<file path="src/lsps_pkg.sv">
// Shared constants, types and helpers for the line sensor PD steering block.
package lsps_pkg;

  localparam int unsigned MedianTaps = 5;
  localparam int unsigned TapW       = $clog2(MedianTaps);
  localparam int unsigned CntW       = $clog2(MedianTaps + 1);
  localparam int unsigned MedK       = (MedianTaps - 1) / 2;

  localparam int unsigned DivW       = 13;
  localparam int unsigned DvsW       = 4;
  // ceil(2^32 / 25): (x * Recip25) >> 32 == x / 25 for x < 2^30
  localparam logic [27:0] Recip25    = 28'd171798692;

  typedef enum logic [2:0] {
    REG_CENTER  = 3'd0,
    REG_MIN     = 3'd1,
    REG_MAX     = 3'd2,
    REG_OUTER   = 3'd3,
    REG_INNER   = 3'd4,
    REG_PGAIN   = 3'd5,
    REG_DGAIN   = 3'd6
  } cfg_reg_e;

  typedef enum logic [3:0] {
    OP_IDLE,
    OP_MED,
    OP_WSUM,
    OP_DIV1,
    OP_TGT,
    OP_MULP,
    OP_MULD,
    OP_USUM,
    OP_ACC,
    OP_DIV2,
    OP_PWM,
    OP_OUT
  } dp_op_e;

  typedef struct packed {
    dp_op_e          op;
    logic [TapW-1:0] med_idx;
    logic            take;
  } cmd_t;

  typedef struct packed {
    logic last_tap;
    logic div_busy;
    logic out_full;
  } sts_t;

  function automatic logic [11:0] clamp_pulse(input logic signed [24:0] v,
                                              input logic [11:0] lo,
                                              input logic [11:0] hi);
    logic signed [24:0] r;
    r = v;
    if (r > $signed({13'd0, hi})) r = $signed({13'd0, hi});
    if (r < $signed({13'd0, lo})) r = $signed({13'd0, lo});
    return r[11:0];
  endfunction

endpackage

</file>
<file path="src/lsps_ctrl.sv">
// Controller: sequences median search, divisions, PD update and output load.
module lsps_ctrl (
  input  logic           clk_i,
  input  logic           rst_ni,
  input  logic           in_valid_i,
  input  logic           in_last_i,
  output logic           in_ready_o,
  input  lsps_pkg::sts_t sts_i,
  output lsps_pkg::cmd_t cmd_o
);
  import lsps_pkg::*;

  typedef enum logic [3:0] {
    S_IDLE, S_MED, S_WSUM, S_DIV1, S_WAIT1, S_TGT, S_MULP, S_MULD,
    S_USUM, S_ACC, S_DIV2, S_PWM, S_OUT
  } state_e;

  state_e          state_q;
  logic [TapW-1:0] med_q;

  always_ff @(posedge clk_i or negedge rst_ni) begin
    if (!rst_ni) begin
      state_q <= S_IDLE;
      med_q   <= '0;
    end else begin
      case (state_q)
        S_IDLE: if (in_valid_i && in_last_i && sts_i.last_tap) begin
          state_q <= S_MED;
          med_q   <= '0;
        end
        S_MED: begin
          med_q <= med_q + 1'b1;
          if (med_q == TapW'(MedianTaps - 1)) state_q <= S_WSUM;
        end
        S_WSUM:  state_q <= S_DIV1;
        S_DIV1:  state_q <= S_WAIT1;
        S_WAIT1: if (!sts_i.div_busy) state_q <= S_TGT;
        S_TGT:   state_q <= S_MULP;
        S_MULP:  state_q <= S_MULD;
        S_MULD:  state_q <= S_USUM;
        S_USUM:  state_q <= S_ACC;
        S_ACC:   state_q <= S_DIV2;
        S_DIV2:  state_q <= S_PWM;
        S_PWM:   state_q <= S_OUT;
        S_OUT:   if (!sts_i.out_full) state_q <= S_IDLE;
        default: state_q <= S_IDLE;
      endcase
    end
  end

  assign in_ready_o     = state_q == S_IDLE;
  assign cmd_o.take     = in_ready_o && in_valid_i;
  assign cmd_o.med_idx  = med_q;

  always_comb begin
    case (state_q)
      S_MED:   cmd_o.op = OP_MED;
      S_WSUM:  cmd_o.op = OP_WSUM;
      S_DIV1:  cmd_o.op = OP_DIV1;
      S_TGT:   cmd_o.op = OP_TGT;
      S_MULP:  cmd_o.op = OP_MULP;
      S_MULD:  cmd_o.op = OP_MULD;
      S_USUM:  cmd_o.op = OP_USUM;
      S_ACC:   cmd_o.op = OP_ACC;
      S_DIV2:  cmd_o.op = OP_DIV2;
      S_PWM:   cmd_o.op = OP_PWM;
      S_OUT:   cmd_o.op = sts_i.out_full ? OP_IDLE : OP_OUT;
      default: cmd_o.op = OP_IDLE;
    endcase
  end
endmodule

</file>
<file path="config.mk">
export PLATFORM = sky130hd
export DESIGN_NAME = lsps_ctrl
export DESIGN_NICKNAME = d
export VERILOG_FILES = /design/src/lsps_pkg.sv /design/src/lsps_ctrl.sv
export SDC_FILE = /design/constraint.sdc
export NUM_CORES = 1
export LEC_CHECK = 0
export ABC_AREA = 1
export BUFFER_PORTS_ARGS = -buffer_cell sky130_fd_sc_hd__clkbuf_2
export CAP_MARGIN = 15
export CORE_AREA = 8 8 45 47
export CTS_CLUSTER_DIAMETER = 60
export DETAILED_ROUTE_END_ITERATION = 10
export DIE_AREA = 0 0 53 55
export PLACE_DENSITY = 0.67
export SETUP_SLACK_MARGIN = 0.1
export SYNTH_ARGS = -nofsm -noshare
export SYNTH_HDL_FRONTEND = slang
export SYNTH_SLANG_ARGS = --single-unit
</file>
<file path="constraint.sdc">
create_clock -name clk_i -period 1.4 [get_ports clk_i]
set_input_delay 0.28 -clock clk_i [delete_from_list [all_inputs] [get_ports clk_i]]
set_output_delay 0.28 -clock clk_i [all_outputs]
set_load 0.01 [all_outputs]
</file>
# ---- Yosys cells after proc, flatten, opt, wreduce, memory -nomap -nowiden
# Index checks and enable logic that the tools add are counted.
dict set report word_totals {
  register_bits 7
  inputBits 7
}
dict set report classes {
  n_eq_ne 17
  n_reduce_logical 7
  n_addsub 1
  muxes 9
}
# cell count
set ops {}
lappend ops {{4-bit case mux with 13 select lines} 1}
lappend ops {{4-bit case mux with 11 select lines} 1}
lappend ops {{4-bit equality test (second input constant)} 5}
lappend ops {{4-bit two-way mux} 5}
lappend ops {{4-bit by 3-bit equality test with 1-bit output (second input constant)} 4}
lappend ops {{4-bit by 2-bit equality test with 1-bit output (second input constant)} 2}
lappend ops {{2-bit != test (second input constant)} 3}
lappend ops {{3-bit case mux with 2 select lines} 1}
lappend ops {{4-bit by 1-bit equality test with 1-bit output (second input constant)} 1}
lappend ops {{4-bit logical NOT} 1}
lappend ops {{4-bit AND reduction} 1}
lappend ops {{3-bit by 1-bit adder with 3-bit output (second input constant)} 1}
lappend ops {{3-bit equality test (second input constant)} 1}
lappend ops {{1-bit logical AND} 3}
lappend ops {{3-bit two-way mux} 1}
lappend ops {{2-bit by 1-bit != test with 1-bit output (second input constant)} 1}
lappend ops {{2-bit AND reduction} 1}
lappend ops {{2-bit nonzero test} 1}

# ---- Depth between registers and ports, before layout
dict set report logic_depth {
  word_depth 4
  depth_mapped 8
  ltp_nobuf 8
}

# ---- Worst setup path after synthesis
# OpenSTA, ideal clock, no wires.
dict set report synth_timing {
  path_kind {register -> output}
  startpoint {register state_q[0]}
  endpoint {output port cmd_o[6] (netlist bit)}
  path_slack_ns 0.099
  path_buffers 0
  required_ns 1.120
  arrival_ns 1.021
  stages_incl_launch_ff 4
  path_cell_list {dfrtp_1 nor2_2 inv_1 o21ai_0}
}
# element line_no
set synth_rtl {}
lappend synth_rtl {{from (decl)} lsps_ctrl.sv:18} ;# state_e state_q;
lappend synth_rtl {{from (signal assigned)} lsps_ctrl.sv:23} ;# state_q <= S_IDLE;
lappend synth_rtl {{from (signal assigned)} lsps_ctrl.sv:28} ;# state_q <= S_MED;
lappend synth_rtl {{from (signal assigned)} lsps_ctrl.sv:33} ;# if (med_q == TapW'(MedianTaps - 1)) state_q <= S_WSUM;
lappend synth_rtl {{to (decl)} lsps_ctrl.sv:9} ;# output lsps_pkg::cmd_t cmd_o

==> reports/results.txt <==
HPWL after DPL: 955 um
Final instance area: 686.9 um^2
Total power: 1.587 mW
Pwr per Cell Area: 2310 nW/um^2
Category of the critical setup timing path: flip-flop to output pin
1st-pass router iterations: 4
Clock Path Buffers: 2
Depth of the worst hold-timing path: 3
Kind of launch point of the worst setup path: flip-flop
Count of synthesis-stage warnings from yosys: 0
Number of global-route vias before repair: 531
Pin count of the biggest net entering global routing: 8
Clock network fraction of design power: 0.112
Final number of max-transition violations: 0
Stage delay of the slowest cell on the critical path: 0.44 ns
Via-per-instance ratio: 4.676
Clock tree from TritonCTS: yes
Netlist area before placement: 467.9 um^2
Sequential share of the synthesized area: 0.3743
Wire length of the first global-routing pass: 2001 um
Tightest slew margin relative to the limit: 0.8791
Setup TNS Final: -0.6166 ns
Part of the total power dissipated in sequential elements: 0.260
Fraction of met1 tracks used by global routing: 0.08951
Area post-placement: 585.6 um^2
Placeable core region: 1384 um^2
Number of cell rows: 14
Number of nets produced by synthesis: 75
Critical Path End Type: output pin
Violations in the final reports: negative setup slack
GRT Resource Usage Total: 0.09011
Instance count of the mapped netlist: 66
Number of distinct library cell variants in the gate-level netlist after synthesis: 16
Routed Antenna Nets: 0
Number of synthesized register bits: 7
Register-to-register setup slack: 0.19 ns
Total of endpoints with negative setup slack in the final report: 6
Category of cells accounting for the largest share of critical-path delay: flip-flops
Worst-path cell chain: nor2_4 -> nand3b_1 -> o2111ai_1 -> buf_2
DP Cell Count: 100
R2r endpoint: state_q[0]
Hold path startpoint: sts_i[0]
Source of the worst register-to-register timing path: state_q[1]
Congestion Overflow GR: 0
Top-Level Pins: 16
Worst slew pin tran: 0.1814 ns
Num Clock Sinks: 7
Net count, final: 102
Slowest CP cell: dfrtp_2
Ant diodes: 0
Ranking of synthesized cells by area: dfrtp_1, nand2_1, nand3_1
Die extent in x: 53 um
Global placer's final weighted congestion: 0.8308
Synth-to-Final Area Change: 46.79%
Critical path buffer and inverter count: 1
Average instance area after synthesis: 7.090 um^2
Switching Share: 0.4625
CTS Root Cell: clkbuf_4
Total clock buffers created by CTS: 3
Unrepaired setup endpoints after global routing: true
Shortest period the worst path allows: 1.546 ns
Drt drc: 0
Fmax: 0.6470 GHz
Most Used Layer, Global Route: met2
Maximum net fanout on the critical path: 5
Worst hold-check path type: input port to flip-flop
Number of maximum-capacitance violations: 0
Power Internal: 0.8528 mW
Critical path required time: 1.12 ns
IO Port Bufs: 15
Finished Layout Cells: 108
Clk_skew: 0.003969 ns
Total die area: 2915 um^2
Vert. Die Dim: 55 um
Starting Density: 0.3382
Worst R2R Path Depth: 7
Final hold viol count: 0
Area leader, netlist: dfrtp_1
Total via count in the routed design: 505
Combinational Power Share: 0.628
Routed length per placed instance: 10.94 um
Post-detailed-routing wire length: 1182 um
Worst hold endpoint: state_q[3]
Fraction of layout instances using a drive strength above 1: 0.4457
Standby leakage power: 0.3696 nW
Pre-CTS setup slack: 0.07434 ns
Arr. time, crit path: 1.27 ns
Met2 Track Usage GR: 0.1641
Run status: complete, but fails checks
Initial detailed-routing violation count: 4
Later-pin clock latency in the skew report: 0.24 ns
Final setup margin: -0.1456 ns
Yosys top cell area share: 0.3743
Routing usage on met3: 0.03476
Max rail drop VDD: 0.001012 V
Max H-tree Level: 1
Clock transition at the registers of the reported paths: 0.05 ns
Share of the clock period used by the worst path after layout: 1.104
Initial antenna violation count: 0
Switching power of the nets: 0.7338 mW
power by group through the flow:
stage | clock (mW) | combinational, mW | sequential, mW
after floorplan | 0 | 0.525 | 0.399
after global placement | 0 | 0.856 | 0.375
after detailed placement | 0 | 0.868 | 0.379
after CTS | 0.180 | 0.962 | 0.411
after global routing | 0.199 | 1.13 | 0.421
final | 0.178 | 0.997 | 0.412
routing by layer:
| metal | vias to the layer above | wire (um) |
|---|---|---|
| met5 | - | 0 |
| met2 | 11 | 579 |
| met4 | 0 | 0 |
| li1 | 267 | - |
| met3 | 0 | 86 |
| met1 | 227 | 516 |
repair_timing:
item,4_1_cts,5_1_grt
setup endpoints to repair,6,7
pin swaps,1,6
resized for setup,14,8
setup buffers,2,1
endpoints found under the hold margin,7,0
hold buffers,1,0
final cells by class:
cell class | count | area [um^2]
Fill cell | 138 | 696.9
Inverter | 11 | 41.29
Timing Repair Buffer | 22 | 133.9
Sequential cell | 7 | 178.9
Tap cell | 16 | 20.02
Multi-Input combinational cell | 48 | 286.5
Clock buffer | 4 | 26.28
stage by stage:
step,util,hold slack [ns]
6_report,0.4964,0.3557
5_1_grt,0.4964,0.3505
4_1_cts,0.4837,0.3679
3_5_place_dp,0.4231,0.1287
3_3_place_gp,0.4231,0.1259
2_1_floorplan,-,-0.01559
Yosys cell counts, drive strengths merged:
master   instances
nand3            9
o2111ai          2
nor2             7
nand3b           1
o22ai            1
nor3             1
nand2           17
ha               2
o21ai            6
o21bai           1
dfrtp            7
inv             11
xnor2            1
how the worst max path moves through the flow:
stage | start | end | slack, ns | cells after the start
2_1_floorplan | state_q[0] | cmd_o[5] | 0.11 | 3
3_3_place_gp | state_q[1] | cmd_o[5] | 0.10 | 4
3_5_place_dp | state_q[1] | cmd_o[5] | 0.07 | 4
4_1_cts | state_q[1] | cmd_o[5] | -0.12 | 4
5_1_grt | state_q[1] | cmd_o[4] | -0.23 | 4
6_report | state_q[1] | cmd_o[4] | -0.15 | 4
flip-flops by register name (all words and copies together) (netlist names):
signal   cells
state_q      4
med_q        3
tightest hold or removal path, cell delays in order:
cell and delay (ns):
clkbuf_2 0.09, nand3_2 0.08, nand3_1 0.08
kinds of logic after synthesis:
logic type | count (synthesis) | share of synthesized area
AO/OA/AOI/OAI | 10 | 0.1391
XOR/XNOR | 1 | 0.01872
adder cells (fa/ha/maj) | 2 | 0.05347
buffers and inverters | 11 | 0.08824
flip-flops | 7 | 0.3743
AND/OR/NAND/NOR | 35 | 0.3262
placed cells by master (no fill, tap or decap), types with 3 or more instances in the layout:
cell type  netlist  layout
buf_2            0       4
buf_4            0       5
clkbuf_2         0      11
clkbuf_4         0       3
dfrtp_1          7       4
dfrtp_2          0       3
inv_1           10       7
inv_2            1       4
nand2_1         17      12
nand2_2          0       5
nand3_1          9       8
nor2_1           5       4
nor2_4           0       3
o21ai_0          5       3
No activity file was read; power rests on OpenSTA's default activity.
